--- config.mk ---
export PLATFORM = sky130hd
export DESIGN_NAME = subnet_address_pool_allocator
export DESIGN_NICKNAME = d
export VERILOG_FILES = /design/src/rtl/core/sapa_pkg.sv /design/src/rtl/core/sapa_ctrl.sv /design/src/rtl/core/sapa_datapath.sv /design/src/rtl/core/subnet_address_pool_allocator.sv
export SDC_FILE = /design/constraint.sdc
export NUM_CORES = 1
export LEC_CHECK = 0
export ABC_CLOCK_PERIOD_IN_PS = 9600
export BUFFER_PORTS_ARGS = -buffer_cell sky130_fd_sc_hd__buf_2
export CORE_MARGIN = 5
export CORE_UTILIZATION = 40
export CTS_CLUSTER_SIZE = 20
export DETAILED_ROUTE_END_ITERATION = 7
export HOLD_SLACK_MARGIN = 0.06
export PLACE_DENSITY = 0.6
export SLEW_MARGIN = 20
export SYNTH_ARGS = -nofsm -noshare
export SYNTH_HDL_FRONTEND = slang
export SYNTH_SLANG_ARGS = --single-unit
--- constraint.sdc ---
create_clock -name clk -period 9.6 [get_ports clk]
set_clock_uncertainty 0.05 [all_clocks]
set_input_delay 0.48 -clock clk [delete_from_list [all_inputs] [get_ports clk]]
set_output_delay 0.48 -clock clk [all_outputs]
set_load 0.005 [all_outputs]
--- src/rtl/core/sapa_pkg.sv ---
// Package for the subnet address pool allocator: payload structs, codes,
// map geometry constants and the map initialization helpers.
// No dependencies; imported by every module of the block.
`timescale 1ns / 1ps

package sapa_pkg;

  localparam int MAX_HOST_BITS = 8;
  localparam int ADDR_W        = 32;
  localparam int HB_W          = 4;
  localparam int COUNT_W       = 9;
  localparam int HOST_W        = MAX_HOST_BITS;
  localparam int N_W           = MAX_HOST_BITS + 1;
  localparam int MAP_DEPTH     = 1 << MAX_HOST_BITS;
  localparam int WORD_BITS     = (MAP_DEPTH < 32) ? MAP_DEPTH : 32;
  localparam int BIT_W         = $clog2(WORD_BITS);
  localparam int NUM_WORDS     = MAP_DEPTH / WORD_BITS;
  localparam int WORD_IDX_W    = (NUM_WORDS > 1) ? $clog2(NUM_WORDS) : 1;
  localparam int CFG_IDX_W     = 1;

  localparam logic [HB_W-1:0] HB_MIN   = HB_W'(3);
  localparam logic [HB_W-1:0] HB_MAX   = HB_W'(MAX_HOST_BITS);
  localparam logic [HB_W-1:0] HB_RESET = HB_W'(8);

  typedef logic [WORD_BITS-1:0] word_t;

  typedef enum logic [1:0] {
    OP_ALLOC_LOWEST = 2'd0,
    OP_ALLOC_REQ    = 2'd1,
    OP_FREE         = 2'd2,
    OP_QUERY        = 2'd3
  } op_t;

  typedef enum logic [1:0] {
    ST_OK        = 2'd0,
    ST_OUTSIDE   = 2'd1,
    ST_EXHAUSTED = 2'd2
  } status_t;

  typedef enum logic [CFG_IDX_W-1:0] {
    REG_NETWORK_PREFIX = 1'd0,
    REG_HOST_BITS      = 1'd1
  } reg_idx_t;

  typedef struct packed {
    logic [1:0]        op;
    logic [ADDR_W-1:0] address;
  } req_t;

  typedef struct packed {
    logic [1:0]         status;
    logic [ADDR_W-1:0]  granted_address;
    logic [COUNT_W-1:0] free_count;
  } res_t;

  // controller -> datapath
  typedef struct packed {
    logic       load;
    logic       ptr_clr;
    logic       ptr_inc;
    logic       use_scan;
    logic       set_req;
    logic       clr_req;
    logic       set_scan;
    logic       finish;
    status_t    status;
  } dp_cmd_t;

  // datapath -> controller
  typedef struct packed {
    op_t  op;
    logic in_net;
    logic host_used;
    logic word_free;
    logic ptr_last;
  } dp_stat_t;

  // host bits saturated to the supported range
  function automatic logic [HB_W-1:0] eff_bits(input logic [HB_W-1:0] hb);
    logic [HB_W-1:0] e;
    e = hb;
    if (e < HB_MIN) e = HB_MIN;
    if (e > HB_MAX) e = HB_MAX;
    return e;
  endfunction

  // reset pattern of one map word: host 0, all-ones and all-ones minus one used
  function automatic word_t init_word(input logic [HB_W-1:0] eff,
                                      input logic [WORD_IDX_W-1:0] widx);
    word_t w;
    int    n;
    int    g;
    n = 1 << eff;
    for (int b = 0; b < WORD_BITS; b++) begin
      g = int'(widx) * WORD_BITS + b;
      w[b] = (g == 0) || (g == n - 1) || (g == n - 2);
    end
    return w;
  endfunction

endpackage

--- src/rtl/core/sapa_ctrl.sv ---
// Controller of the subnet address pool allocator: sequences evaluate and
// word-by-word scan steps and issues datapath commands.
// Depends on sapa_pkg.
`timescale 1ns / 1ps

module sapa_ctrl
  import sapa_pkg::*;
(
  input  logic     clk,
  input  logic     rst,
  input  logic     start,
  input  dp_stat_t stat,
  output dp_cmd_t  cmd,
  output logic     busy,
  output logic     done
);

  typedef enum logic [1:0] {
    S_IDLE,
    S_EVAL,
    S_SCAN
  } state_t;

  state_t state;
  state_t state_next;

  always_comb begin
    cmd        = '0;
    cmd.status = ST_OK;
    state_next = state;
    case (state)
      S_IDLE: begin
        if (start) begin
          cmd.load   = 1'b1;
          state_next = S_EVAL;
        end
      end
      S_EVAL: begin
        case (stat.op)
          OP_ALLOC_LOWEST: begin
            cmd.ptr_clr = 1'b1;
            state_next  = S_SCAN;
          end
          OP_ALLOC_REQ: begin
            if (!stat.in_net) begin
              cmd.status = ST_OUTSIDE;
              cmd.finish = 1'b1;
            end else if (!stat.host_used) begin
              cmd.set_req = 1'b1;
              cmd.finish  = 1'b1;
            end else begin
              // taken: fall back to lowest free host
              cmd.ptr_clr = 1'b1;
              state_next  = S_SCAN;
            end
          end
          OP_FREE: begin
            if (!stat.in_net) begin
              cmd.status = ST_OUTSIDE;
            end else begin
              cmd.clr_req = stat.host_used;
            end
            cmd.finish = 1'b1;
          end
          default: begin
            cmd.finish = 1'b1;
          end
        endcase
      end
      S_SCAN: begin
        cmd.use_scan = 1'b1;
        if (stat.word_free) begin
          cmd.set_scan = 1'b1;
          cmd.finish   = 1'b1;
        end else if (stat.ptr_last) begin
          cmd.status = ST_EXHAUSTED;
          cmd.finish = 1'b1;
        end else begin
          cmd.ptr_inc = 1'b1;
        end
      end
      default: begin
        state_next = S_IDLE;
      end
    endcase
    if (cmd.finish) state_next = S_IDLE;
  end

  always_ff @(posedge clk) begin
    if (rst) begin
      state <= S_IDLE;
      done  <= 1'b0;
    end else begin
      state <= state_next;
      done  <= cmd.finish;
    end
  end

  assign busy = (state != S_IDLE);

endmodule

--- src/rtl/core/sapa_datapath.sv ---
// Datapath of the subnet address pool allocator: configuration registers,
// used-bit map in words, scan pointer, free counter and result register.
// Depends on sapa_pkg.
`timescale 1ns / 1ps

module sapa_datapath
  import sapa_pkg::*;
(
  input  logic                  clk,
  input  logic                  rst,
  input  logic                  cfg_we,
  input  logic [CFG_IDX_W-1:0]  cfg_index,
  input  logic [ADDR_W-1:0]     cfg_data,
  input  req_t                  request,
  input  dp_cmd_t               cmd,
  output dp_stat_t              stat,
  output res_t                  result
);

  logic [ADDR_W-1:0]     prefix;
  logic [HB_W-1:0]       hbits;
  word_t                 map [NUM_WORDS];
  logic [N_W-1:0]        free_total;
  logic [N_W-1:0]        free_total_next;
  logic [WORD_IDX_W-1:0] ptr;
  logic [1:0]            req_op;
  logic [ADDR_W-1:0]     req_addr;

  logic [HB_W-1:0]       eff;
  logic [HB_W-1:0]       eff_next;
  logic [N_W-1:0]        n_hosts;
  logic [ADDR_W-1:0]     mask;
  logic [ADDR_W-1:0]     base;
  logic [HOST_W-1:0]     req_host;
  logic [WORD_IDX_W-1:0] req_word;
  logic [BIT_W-1:0]      req_bit;
  logic [WORD_IDX_W-1:0] sel_idx;
  word_t                 sel_word;
  word_t                 free_bits;
  logic [BIT_W-1:0]      hit_bit;
  logic [HOST_W-1:0]     hit_host;
  logic                  reinit;

  assign eff      = eff_bits(hbits);
  assign n_hosts  = N_W'(1) << eff;
  assign mask     = (ADDR_W'(1) << eff) - ADDR_W'(1);
  assign base     = prefix & ~mask;
  assign req_host = HOST_W'(req_addr & mask);
  assign req_word = WORD_IDX_W'(req_host >> BIT_W);
  assign req_bit  = req_host[BIT_W-1:0];
  assign sel_idx  = cmd.use_scan ? ptr : req_word;
  assign sel_word = map[sel_idx];
  assign reinit   = rst || cfg_we;

  // width that the map is rebuilt for on reset or a register write
  always_comb begin
    eff_next = eff;
    if (rst) begin
      eff_next = eff_bits(HB_RESET);
    end else if (cfg_we && cfg_index == REG_HOST_BITS) begin
      eff_next = eff_bits(cfg_data[HB_W-1:0]);
    end
  end

  // free hosts of the scanned word, bits beyond the subnet masked off
  always_comb begin
    for (int b = 0; b < WORD_BITS; b++) begin
      free_bits[b] = !sel_word[b] && ((int'(ptr) * WORD_BITS + b) < int'(n_hosts));
    end
    hit_bit = '0;
    for (int b = WORD_BITS - 1; b >= 0; b--) begin
      if (free_bits[b]) hit_bit = BIT_W'(b);
    end
  end

  assign hit_host = HOST_W'({ptr, hit_bit});

  always_comb begin
    free_total_next = free_total;
    if (cmd.set_req || cmd.set_scan) begin
      free_total_next = free_total - N_W'(1);
    end else if (cmd.clr_req) begin
      free_total_next = free_total + N_W'(1);
    end
  end

  assign stat.op        = op_t'(req_op);
  assign stat.in_net    = ((req_addr & ~mask) == base);
  assign stat.host_used = sel_word[req_bit];
  assign stat.word_free = |free_bits;
  assign stat.ptr_last  = (ptr == WORD_IDX_W'((n_hosts - N_W'(1)) >> BIT_W));

  always_ff @(posedge clk) begin
    if (rst) begin
      prefix <= '0;
      hbits  <= HB_RESET;
    end else if (cfg_we) begin
      case (cfg_index)
        REG_NETWORK_PREFIX: prefix <= cfg_data;
        REG_HOST_BITS:      hbits  <= cfg_data[HB_W-1:0];
        default:            ;
      endcase
    end
  end

  always_ff @(posedge clk) begin
    if (reinit) begin
      for (int w = 0; w < NUM_WORDS; w++) begin
        map[w] <= init_word(eff_next, WORD_IDX_W'(w));
      end
      free_total <= (N_W'(1) << eff_next) - N_W'(3);
    end else begin
      if (cmd.set_req) begin
        map[req_word][req_bit] <= 1'b1;
      end else if (cmd.clr_req) begin
        map[req_word][req_bit] <= 1'b0;
      end else if (cmd.set_scan) begin
        map[ptr][hit_bit] <= 1'b1;
      end
      free_total <= free_total_next;
    end
  end

  always_ff @(posedge clk) begin
    if (rst) begin
      ptr <= '0;
    end else if (cmd.ptr_clr) begin
      ptr <= '0;
    end else if (cmd.ptr_inc) begin
      ptr <= ptr + WORD_IDX_W'(1);
    end
  end

  always_ff @(posedge clk) begin
    if (cmd.load) begin
      req_op   <= request.op;
      req_addr <= request.address;
    end
    if (cmd.finish) begin
      result.status     <= cmd.status;
      result.free_count <= COUNT_W'(free_total_next);
      if (cmd.set_req) begin
        result.granted_address <= req_addr;
      end else if (cmd.set_scan) begin
        result.granted_address <= base | ADDR_W'(hit_host);
      end else begin
        result.granted_address <= '0;
      end
    end
  end

endmodule

--- src/rtl/core/subnet_address_pool_allocator.sv ---
// Subnet address pool allocator: one request per transfer against a used-bit
// map of the subnet's hosts. Instantiates sapa_ctrl and sapa_datapath.
// Depends on sapa_pkg.
//
// Usage:
//   Request channel: a transfer happens at a rising edge with start high and
//   busy low; request carries op and address. Result channel: done is high
//   for exactly one cycle with result (status, granted_address, free_count);
//   the receiver takes it in that cycle and cannot hold it off.
//   Query, free and a granted requested address finish in the evaluate
//   state; done is registered from that finish. Allocate-lowest, and a
//   requested address already taken, scan the map one 32-bit word per cycle
//   after the evaluate state, 1 to 8 words at eight host bits and 1 when
//   the subnet has 32 hosts or fewer; done is registered from the scan's end.
//   busy drops in the done cycle, so a new request may follow there; the
//   block takes no new request before the current one is done.
//   Configuration: cfg_we writes cfg_data into register cfg_index (0 network
//   prefix, 1 host bits) while idle; either write rebuilds the map at once.
//   Reset (rst, synchronous): prefix 0, eight host bits, hosts 0, 254 and
//   255 reserved, 253 free; the map is ready in the next cycle.
`timescale 1ns / 1ps

module subnet_address_pool_allocator
  import sapa_pkg::*;
(
  input  logic                 clk,
  input  logic                 rst,
  input  logic                 start,
  output logic                 busy,
  input  req_t                 request,
  output logic                 done,
  output res_t                 result,
  input  logic                 cfg_we,
  input  logic [CFG_IDX_W-1:0] cfg_index,
  input  logic [ADDR_W-1:0]    cfg_data
);

  dp_cmd_t  cmd;
  dp_stat_t stat;

  sapa_ctrl u_ctrl (
    .clk   (clk),
    .rst   (rst),
    .start (start),
    .stat  (stat),
    .cmd   (cmd),
    .busy  (busy),
    .done  (done)
  );

  sapa_datapath u_datapath (
    .clk       (clk),
    .rst       (rst),
    .cfg_we    (cfg_we),
    .cfg_index (cfg_index),
    .cfg_data  (cfg_data),
    .request   (request),
    .cmd       (cmd),
    .stat      (stat),
    .result    (result)
  );

endmodule

# Word level (Yosys, flattened, before mapping)

Memory sizes are Yosys's and may differ from the RTL's.
Index checks and enable logic that the tools add are counted.

Memories: 1
Word-level logic and storage cells: 1,124
Register bits after elaboration: 128
Output and inout bits: 45
Memory bits (writable): 256

Memories:

| memory         | depth | width | rd ports | clocked after Yosys merged registers in | wr ports | RTL line            | source |
|---|---|---|---|---|---|---|---|
| u_datapath.map | 8     | 32    | 1        | 0                                       | 8        | sapa_datapath.sv:22 | `word_t map [NUM_WORDS];` |

Shifts and indexed selects: 4
Add/subtract/negate cells: 39
Bitwise operators: 39
Equal/unequal tests: 520
Reduce and logical (&&, ||, !) cells: 336
Mux-type cells: 134
Order comparisons: 40

Operators with widths:

| kind                                                | number |
|---|---|
| equality test 9 x 32 -> 1 bit, first input constant | 256 |
| equality test 8 x 32 -> 1 bit, first input constant | 128 |
| equality test 7 x 32 -> 1 bit, first input constant | 64 |
| equality test 6 x 32 -> 1 bit, first input constant | 32 |
| equality test 5 x 32 -> 1 bit, first input constant | 16 |
| 2-to-1 mux 32 bit                                   | 9 |
| < comparator 9 bit                                  | 31 |
| logical OR 1 bit                                    | 257 |
| equality test 4 x 32 -> 1 bit, first input constant | 8 |
| 2-to-1 mux 5 bit                                    | 32 |
| adder 8 x 5 -> 9 bit, second input constant         | 16 |
| equality test 3 x 32 -> 1 bit, first input constant | 4 |
| OR reduction 32 bit                                 | 3 |
| adder 8 x 4 -> 9 bit, second input constant         | 8 |
| AND 32 bit                                          | 2 |
| equality test 2 x 32 -> 1 bit, first input constant | 2 |
| 2-to-1 mux 1 bit                                    | 64 |
| << shifter 1 x 4 -> 32 bit, first input constant    | 2 |
| subtractor 32 x 2 -> 32 bit, second input constant  | 2 |
| adder 8 x 3 -> 9 bit, second input constant         | 4 |
| logical AND 1 bit                                   | 35 |
| equality test 32 bit                                | 1 |
| zero test 1 bit                                     | 32 |
| 2-to-1 mux 4 bit                                    | 8 |
| other kinds (39)                                    | 96 |

# Logic depth before layout (Yosys ltp)

Gate-level depths: netlist (run 1).

Depth in mapped cells: 23

# Modules after synthesis

Synthesis (run 1) repeated with hierarchy kept, for this count alone.

Cells, all modules: 2,714
Area total of the unflattened synthesis: 24,270.8 um2

By module, submodules not included:

| module        | area an instance (um2) | times used | cells each | seq. area each (um2) |
|---|---|---|---|---|
| sapa_datapath | 23,889.2               | 1          | 2,672      | 10,940.5 |
| sapa_ctrl     | 381.6                  | 1          | 42         | 60.1 |

# Worst setup path before layout (run 1)

No wires, ideal clock.

Kind: reg2reg
Start: register u_datapath.hbits[2]
End: register u_ctrl.state[0]
Arrival: 6.974 ns
Cell stages (with the launch flop): 19
Clock period less this slack: 7.142 ns
Data required time: 9.432 ns
Slack: 2.458 ns
Library setup time: 0.118 ns
Cell sequence: dfxtp_1 buf_2 clkbuf_1 nor2b_1 nand2_1 or2_2 ha_1 a21o_1 a21oi_1 o21a_1 nand2_1 o32ai_1 and4bb_2 nor4b_4 nand3_1 o21ai_0 a21boi_0 or2_2 nor2_1

RTL lines:

| item                   | RTL line             | source |
|---|---|---|
| start, declared        | sapa_datapath.sv:21  | `logic [HB_W-1:0] hbits;` |
| start signal, assigned | sapa_datapath.sv:100 | `REG_HOST_BITS: hbits <= cfg_data[HB_W-1:0];` |
| end signal, assigned   | sapa_ctrl.sv:94      | `state <= state_next;` |
| end, declared          | sapa_ctrl.sv:24      | `state_t state;` |

==> results.txt, run 1 <==
- The run finished, with violations left.
* Violated checks: max-slew violations
- For this run, the leading register cell type out of synthesis is edfxtp_1.
- Number of flops mapped to enable cells by yosys: 333
- The final layout contains routed wiring with a total length of 119 mm.
* Max_cap viols: 0
- Xor/xnor share of the synthesized area: 1.52%
- The first detailed-routing pass took 7 iterations.
* Via count: 25800
- The net count of the finished layout is 3087.
- Entering global routing, the biggest net connects 119 pins.
* RSZ-0062 raised after global routing: no
- For the worst setup path, the data required time is 9.86 ns.
- Synthesis-to-finish area growth: 13.2%
- Via count of the first global-routing pass: 24500
- Chip Width: 267 um
- Gates resized during post-CTS repair numbered 0.
- Accumulated negative setup slack: 0 ns
* Ranking of synthesized cells by area: edfxtp_1, mux2_2, o21ai_0, nand2_1, nor2_1
- Share of Yosys cell area claimed by the top area cell type: 37.8%
* Number of buffers created by CTS: 47
- In this run the tightest slew margin relative to its limit is -35.8%.
* H-tree levels: 2
- Max stage delay on crit path: 1.18 ns
- The first global-routing pass estimated 170 mm of wire.
- In the global route stage, overall resource usage came out at 32.1%.
- Least-Margin Pin Slew: 2.02 ns
- Mean cell area of the mapped netlist: 9.06 sq um
- The worst path uses 93.6% of the clock period.
- The count of buffers added on input and output ports is 115.
- Instance count of the mapped netlist: 2922
- The portion of synthesized area spent on multiplexers is 9.43%.
- Sum of overflow across all layers after global routing: 0
* Count of distinct cell types in the synthesized netlist: 112
- Count of placed standard cells including taps: 3742
* Slew Viols, Final: 16
- In this run the most used layer during global routing was met2.
* Hold Vio Cnt, Final: 0
- CTS saw 383 sinks.
- Final ANT Viol Nets: 0
- The die is 267 um tall.
* Fraction of the mapped netlist area in adder cells: 1.18%
- The initial antenna violation count was 8.
* Post-CTS setup-driven buffer insertion count: 0
- The largest individual stage delay along the critical path comes from the cell mux2_2.
- The floorplan step defined a core boundary enclosing 65700 sq um.
- Final worst path period need: 8.98 ns
* Worst-path cell chain: inv_1, ha_4, buf_4, nand4bb_1, nand2_1, o211ai_1, a41o_1, o2111a_1, o2bb2ai_1, nor3_1, nand2_2, o21ai_4, nand3_2, mux2_2, buf_4, o21ai_0
* Drt first-iter violations: 3556
- In the final layout, the share of cells above drive strength 1 is 16.0%.
* Maximum clock insertion buffer count: 3
- Highest net fanout along the worst path: 64
- Drt via density: 6.63
* Most used cell, CP: buf_4
- Placer's final routability congestion estimate: 1.09
- For this run, the number of Yosys warnings is 0.
* Worst setup path class: reg -> reg
* Cell taking the most area after synthesis: edfxtp_1
- Crit start category: flop
* Number of cell rows: 94
- In this run the static leakage power is 0.00987 uW.
- The worst-case IR drop observed on VDD is 141 uV.
* CTS tree: done
- Effective utilization at floorplan: 40.3%
- Summed over all nets, the half-perimeter wirelength after detailed placement is 84.8 mm.
* Setup crit end kind: flop
* Clock input transition at the sequential cells of the worst setup and hold paths: 0.06 ns
- Final count of negative-setup-slack endpoints: 0
- Dividing total power by cell area gives a power density of 179 nW/um^2.
* DIE AREA: 71400 sq um
- Met2 GRT Util: 49.6%
- Global routing consumed, on the met3 layer, 7.14% of the routing resources.
- Counting flops with an async set or reset pin after synthesis yields a share of 0%.
- Post-synthesis sequential element count: 383
- Total of hold buffers inserted after clock tree synthesis: 64
- In this run the clock root is driven by a clkbuf_16.
- In the final routed layout, each cell accounts on average for 30.6 um.
* Number of I/O pins: 116
- Dominant combinational cell family by area after synthesis: compound AO/OA/AOI/OAI gates
* Hold/Removal Path Class: in -> reg
- Clock latency of the later-clocked register in the worst-skew pair: 0.62 ns
- At the worst endpoint, the arrival time is 9.24 ns.
* Simple-gate area share of the yosys netlist: 17.5%
* Area of the mapped netlist: 26500 sq um
- For this run, the number of standard cells in the final layout without fillers is 3892.
* Met1 track demand over resource: 44.3%
- Portion of the post-synthesis area used by sequential elements: 41.6%
* Compound-gate portion of the synthesized area: 23.7%
- Fmax: 111 MHz
- After detailed routing, the number of remaining DRC violations is 0.
==> metrics by stage <==
| step | hold WS [ns] | worst slack [ns] | util (%) | area [sq um] | power (uW) |
|---|---|---|---|---|---|
| 2_1_floorplan | 0.411 | 2.46 | - | 26500 | 2870 |
| 3_3_place_gp | 0.420 | 1.06 | 42.2 | 27800 | 3500 |
| 3_5_place_dp | 0.423 | 1.02 | 42.3 | 27800 | 3510 |
| 4_1_cts | 0.0702 | 0.950 | 45.6 | 30000 | 5330 |
| 5_1_grt | 0.103 | 0.592 | 45.6 | 30000 | 5530 |
| 6_report | 0.109 | 0.618 | 45.6 | 30000 | 5380 |
==> kinds of logic after synthesis <==
| logic type | count (synthesis) |
|---|---|
| multiplexers | 223 |
| AO/OA/AOI/OAI | 935 |
| adder cells (fa/ha/maj) | 25 |
| buffers and inverters | 306 |
| XOR/XNOR | 46 |
| AND/OR/NAND/NOR | 1002 |
| flip-flops | 383 |
| other | 2 |
==> power breakdown <==
| group | internal [uW] | switching [uW] |
|---|---|---|
| clock | 1030 | 765 |
| combinational | 424 | 1130 |
| sequential | 1940 | 81.6 |
==> area by class of cell <==
cell class	count	area, sq um
fillers	6255	35800
multi-input cells	2253	14300
flip-flops and latches	383	11000
repair buffers	255	1820
clock buffers	68	1310
well taps	864	1080
clock inverters	17	224
inverters	51	191
diodes	1	2.50
==> cells in the mapped netlist (12+ instances only) <==
master	number
a211oi_1	13
a21oi_1	138
a221oi_1	20
a22o_1	26
a22oi_1	22
a32oi_1	19
and2_1	24
and3_1	16
buf_1	14
buf_2	54
clkbuf_1	167
dfxtp_1	50
edfxtp_1	333
ha_1	25
inv_1	50
mux2_2	138
mux2i_1	70
nand2_1	372
nand2b_1	34
nand3_1	75
nand4_1	27
nor2_1	288
nor3_1	61
nor3b_1	15
o2111ai_1	25
o211ai_1	87
o21ai_0	292
o21ai_1	24
o22a_1	17
o22ai_1	69
o31ai_1	20
or2_2	16
or3_1	12
xnor2_1	23
xor2_1	23
==> cell usage in the layout, fill, tap and decap left out, types with 49 or more instances in the layout <==
cell	count
buf_2	115
o211ai_1	87
o21ai_0	291
mux2_2	137
o22ai_1	69
nand3_1	75
inv_1	50
nor2_1	283
mux2i_1	67
a21oi_1	137
nand2_1	372
edfxtp_1	333
dlygate4sd3_1	64
dfxtp_1	49
buf_4	72
nor3_1	61
==> sequential cells by signal, indices dropped and copies added, names as in the netlist <==
| register | count |
|---|---|
| u_ctrl.done | 1 |
| u_ctrl.state | 2 |
| u_datapath.free_total | 9 |
| u_datapath.hbits | 4 |
| u_datapath.map | 256 |
| u_datapath.prefix | 31 |
| u_datapath.ptr | 3 |
| u_datapath.req_addr | 32 |
| u_datapath.req_op | 2 |
| u_datapath.result | 43 |
==> metal layers <==
metal | wire, um | up-vias | part of all wire, %
met1 | 49200 | 12800 | 41
met4 | 5640 | 6 | 4.7
met5 | 51 | - | 0.043
met3 | 11800 | 335 | 9.9
met2 | 52200 | 1530 | 44
li1 | - | 11100 | -
==> worst paths after layout <==
| kind | startpoint | endpoint | slack [ns] | cells after the start |
|---|---|---|---|---|
| setup / recovery | u_ctrl.state[0] | u_datapath.map[7][13] | 0.62 | 16 |
| hold / removal | cfg_data[2] | u_datapath.prefix[2] | 0.11 | 3 |
| setup reg to reg | u_ctrl.state[0] | u_datapath.map[7][13] | 0.62 | 16 |
| hold reg to reg | u_datapath.prefix[14] | u_datapath.prefix[14] | 0.43 | 2 |
==> worst max-delay path: cells and delay by family, from the launching register on <==
family / cells / cell delay [ns]
adder cells (fa/ha/maj): 1 / 0.69
buffers and inverters: 3 / 1.28
flip-flops: 1 / 0.33
multiplexers: 1 / 1.18
AO/OA/AOI/OAI: 6 / 1.75
AND/OR/NAND/NOR: 5 / 3.18
(Power assumes the default switching activity.)
==> run 2, diff against run 1 <==
--- a/config.mk
+++ b/config.mk
@@ -7,12 +7,13 @@
 export LEC_CHECK = 0
 export ABC_CLOCK_PERIOD_IN_PS = 9600
 export BUFFER_PORTS_ARGS = -buffer_cell sky130_fd_sc_hd__buf_2
+export CORE_ASPECT_RATIO = 1.25
 export CORE_MARGIN = 5
 export CORE_UTILIZATION = 40
 export CTS_CLUSTER_SIZE = 20
 export DETAILED_ROUTE_END_ITERATION = 7
 export HOLD_SLACK_MARGIN = 0.06
-export PLACE_DENSITY = 0.6
+export PLACE_DENSITY_LB_ADDON = 0.1
 export SLEW_MARGIN = 20
 export SYNTH_ARGS = -nofsm -noshare
 export SYNTH_HDL_FRONTEND = slang
==> run 2 against run 1 <==
Worst hold slack worse by 0.026 ns. Routed wire length is 0.89% lower. Final area shrank 0.59%. Fmax increased by 4.7%. Clock power shrank 3%. Sequential power about the same. Critical endpoint is now u_datapath.map[6][31]. Non-clock buffer count shrank 8. Total power shrank 1.7%. Combinational power decreased by 3%. The flow still finishes with violations (max-slew violations).
==> results.txt, run 2 (same netlist as run 1, synthesis figures left out) <==
- The number of slew-limit violations in the final report came to 16 (unchanged).
- Non-filler cells in the finished layout: 3871 (-0.54%)
- Maximum clock insertion buffer count: 3 (unchanged)
- Effective utilization at floorplan: 40.3% (about the same)
* Top Registers: u_datapath.map (256), u_datapath.result (43), u_datapath.req_addr (32)
* DR WL/cell: 30.4 um (-0.35%)
- Setup repair after global routing left no endpoint under its margin.
* Post-CTS setup-driven buffer insertion count: 0 (unchanged)
* Final worst path period need: 8.58 ns (-0.405 ns)
- The period utilization was 89.3% (-4.2 points).
- The critical path required time is 9.85 ns (about the same).
- The number of fill cells in the layout was 6418 (+2.6%).
- Headroom to the max-slew limit: -49.8% (-14 points)
* Flip-flop count of the largest register after layout: 256 (unchanged)
- The HPWL after detailed placement was 84.4 mm (-0.48%).
- The least setup slack across all paths after layout is 1.02 ns (+0.405 ns).
- The count of maximum capacitance violations came to 0 (unchanged).
- Largest net degree at the start of global routing: 120 (+0.84%)
- Relative to the synthesized area, the layout overhead comes to 12.5%.
- The wire length of the first global-routing pass came to 169 mm (-0.86%).
- Leading cell type in the layout, fill and taps excluded: nand2_1
- Total of buffers placed on input and output ports: 115 (unchanged)
- Register-to-register path setup slack: 1.02 ns (+0.41 ns)
- STA classifies the critical path startpoint as a flop.
- The number of DRC markers after the initial detailed-route iteration is 2589 (-27%).
- FF-to-FF End: u_datapath.map[6][31]
- Highest net fanout along the worst path: 55 (-14%)
* Least-Margin Pin Slew: 2.23 ns (+0.208 ns)
* Hold/Removal Path Class: in -> reg
- The die width was 240 um (-10%).
- Antenna violations before repair: 5 (-3)
* Power density over the cells: 178 nW/um^2 (-1.1%)
- The overall via count from detail_route came to 25300 (-2.0%).
- The net total in the final layout is 3076 (-0.36%).
* Most frequent cells in the layout: nand2_1, edfxtp_1, o21ai_0, nor2_1, mux2_2
* Via count of the first global-routing pass: 24900 (+1.7%)
- Number of cell rows: 105 (+12%)
* Cells on worst reg2reg path: 16 (unchanged)
- Violated checks: max-slew violations
- Reg-to-reg critical path startpoint: u_ctrl.state[0]
- The area of the core was 65700 sq um (about the same).
- The overall die area was 71500 sq um (about the same).
- Fmax: 117 MHz (+4.7%)
- Number of I/O pins: 116 (unchanged)
- Clock input transition at the sequential cells of the worst setup and hold paths: 0.07 ns (about the same)
- Fraction of layout cells with a size suffix above 1: 16.3% (+0.30 points)
- The worst setup path is captured at a flop.
- The residual antenna-violating net count after detailed routing came to 0 (unchanged).
- TritonCTS built the clock tree.
- Worst setup path class: reg -> reg
- In this run the worst setup path terminates at u_datapath.map[6][31].
- Sum of overflow across all layers after global routing: 0 (unchanged)
- Hold Vio Cnt, Final: 0 (unchanged)
- Start point of the critical path: u_ctrl.state[0]
- The length of the first detailed-routing pass in iterations is 7 (unchanged).
- The met3 track demand over resource was 5.58% (-1.6 points).
- The run finished, with violations left.
- Worst path arrival time: 8.83 ns (-0.41 ns)
- The floorplan die height came to 298 um (+11%).
- The final cell utilization of the core is 45.3% (-0.23 points).
- H-tree levels: 2 (unchanged)
* Met1 track demand over resource: 38.2% (-6.1 points)
* Clk sinks: 383 (unchanged)
* Count of placed standard cells including taps: 3733 (-0.24%)
- The leakage power figure was 0.00979 uW (-0.83%).
- Clock latency of the later-clocked register in the worst-skew pair: 0.61 ns (about the same)
* Placer's final routability congestion estimate: 1.08 (-1.4%)
- The global routing stage identified its most utilized layer as met2.
- DRC violation count after routing: 0 (unchanged)
- Register with the highest flop count: u_datapath.map
- The worst stage delay on the critical path is 1.07 ns (-0.11 ns).
- The signal on the critical path passes through inv_1, ha_4, buf_4, nand4bb_1, nand2_1, o211ai_1, a41oi_1, o21ai_0, o31ai_1, nor3_1, nand2_2, o21ai_4, nand3_2, mux2_2, buf_4, o21ai_0.
- Gr usage total: 31.7% (-0.39 points)
- Met2 GRT Util: 53.6% (+4.0 points)
- The highest ir drop seen on vdd came to 157 uV (+12%).
* Accumulated negative setup slack: 0 ns (unchanged)
* Buffer type at the clock tree root: clkbuf_16
* Final count of negative-setup-slack endpoints: 0 (unchanged)
- The via-per-instance ratio is 6.54 (-1.5%).
* Number of buffers created by CTS: 44 (-6.4%)
- Crit path max-delay cell type: mux2_2
* Place WS: 1.19 ns (+0.174 ns)
- The final wirelength is 118 mm (-0.89%).
-- run 2: cell count changes in the layout (fill, tap and decap cells not counted), sizes merged --
| cell | previous run | this run |
|---|---|---|
| buf | 191 | 190 |
| bufinv | 3 | 4 |
| clkbuf | 68 | 54 |
| clkinv | 12 | 16 |
| clkinvlp | 1 | 3 |
| dlygate4sd3 | 64 | 56 |
| inv | 52 | 55 |
-- run 2: how the worst min path moves through the flow --
stage | startpoint | end | slack, ns | cells after the start
after floorplan | u_datapath.prefix[10] | u_datapath.prefix[10] | 0.41 | 2
after global placement | u_datapath.prefix[11] | u_datapath.prefix[11] | 0.42 | 2
after detailed placement | u_datapath.prefix[11] | u_datapath.prefix[11] | 0.42 | 2
after CTS | cfg_data[6] | u_datapath.prefix[6] | 0.06 | 3
after global routing | cfg_data[0] | u_datapath.hbits[0] | 0.09 | 3
final | cfg_data[0] | u_datapath.hbits[0] | 0.08 | 3
-- run 2: report_power, final --
group	leakage (uW)	internal (uW)	total [uW]	switching (uW)
clock network	0.000699	975	1740	764
logic	0.00511	423	1520	1100
registers	0.00398	1940	2030	84.9
total	0.00979	3340	5290	1950
-- run 2: area by class of cell --
class                      count  area, sq um  share of cell area [%]
inverter                      51          191                   0.643
antenna                        1         2.50                 0.00840
multi-input combinational   2253        14300                    48.1
timing repair buffer         247         1740                    5.86
sequential                   383        11000                    36.9
clock inverter                27          282                   0.945
tap                          856         1070                    3.60
clock buffer                  53         1150                    3.88
-- run 2: timing repair --
item | 4_1_cts | 5_1_grt
hold endpoints to repair | 56 | 0
resized for setup | 0 | 0
hold buffers | 56 | 0
-- run 2: critical path, delay by kind of cell, from the launching register on --
kind                       cells  cell delay [ns]
and+or+nand+nor                5             3.17
DFF                            1             0.32
AOI/OAI and AO/OA              6             1.60
adders and majority gates      1             0.62
buffers and inverters          3             1.32
muxes                          1             1.07
-- run 2: stage by stage --
stage / hold slack, ns / power (uW) / instance area, sq um
2_1_floorplan: 0.411 / 2870 / 26500
3_3_place_gp: 0.420 / 3490 / 27800
3_5_place_dp: 0.424 / 3500 / 27800
4_1_cts: 0.0604 / 5250 / 29800
5_1_grt: 0.0933 / 5440 / 29800
6_report: 0.0832 / 5290 / 29800
-- run 2: layer usage --
layer | routed length, um | vias up
li1 | - | 11100
met1 | 44100 | 12500
met2 | 56600 | 1329
met3 | 8920 | 373
met4 | 8220 | 4
met5 | 16 | -
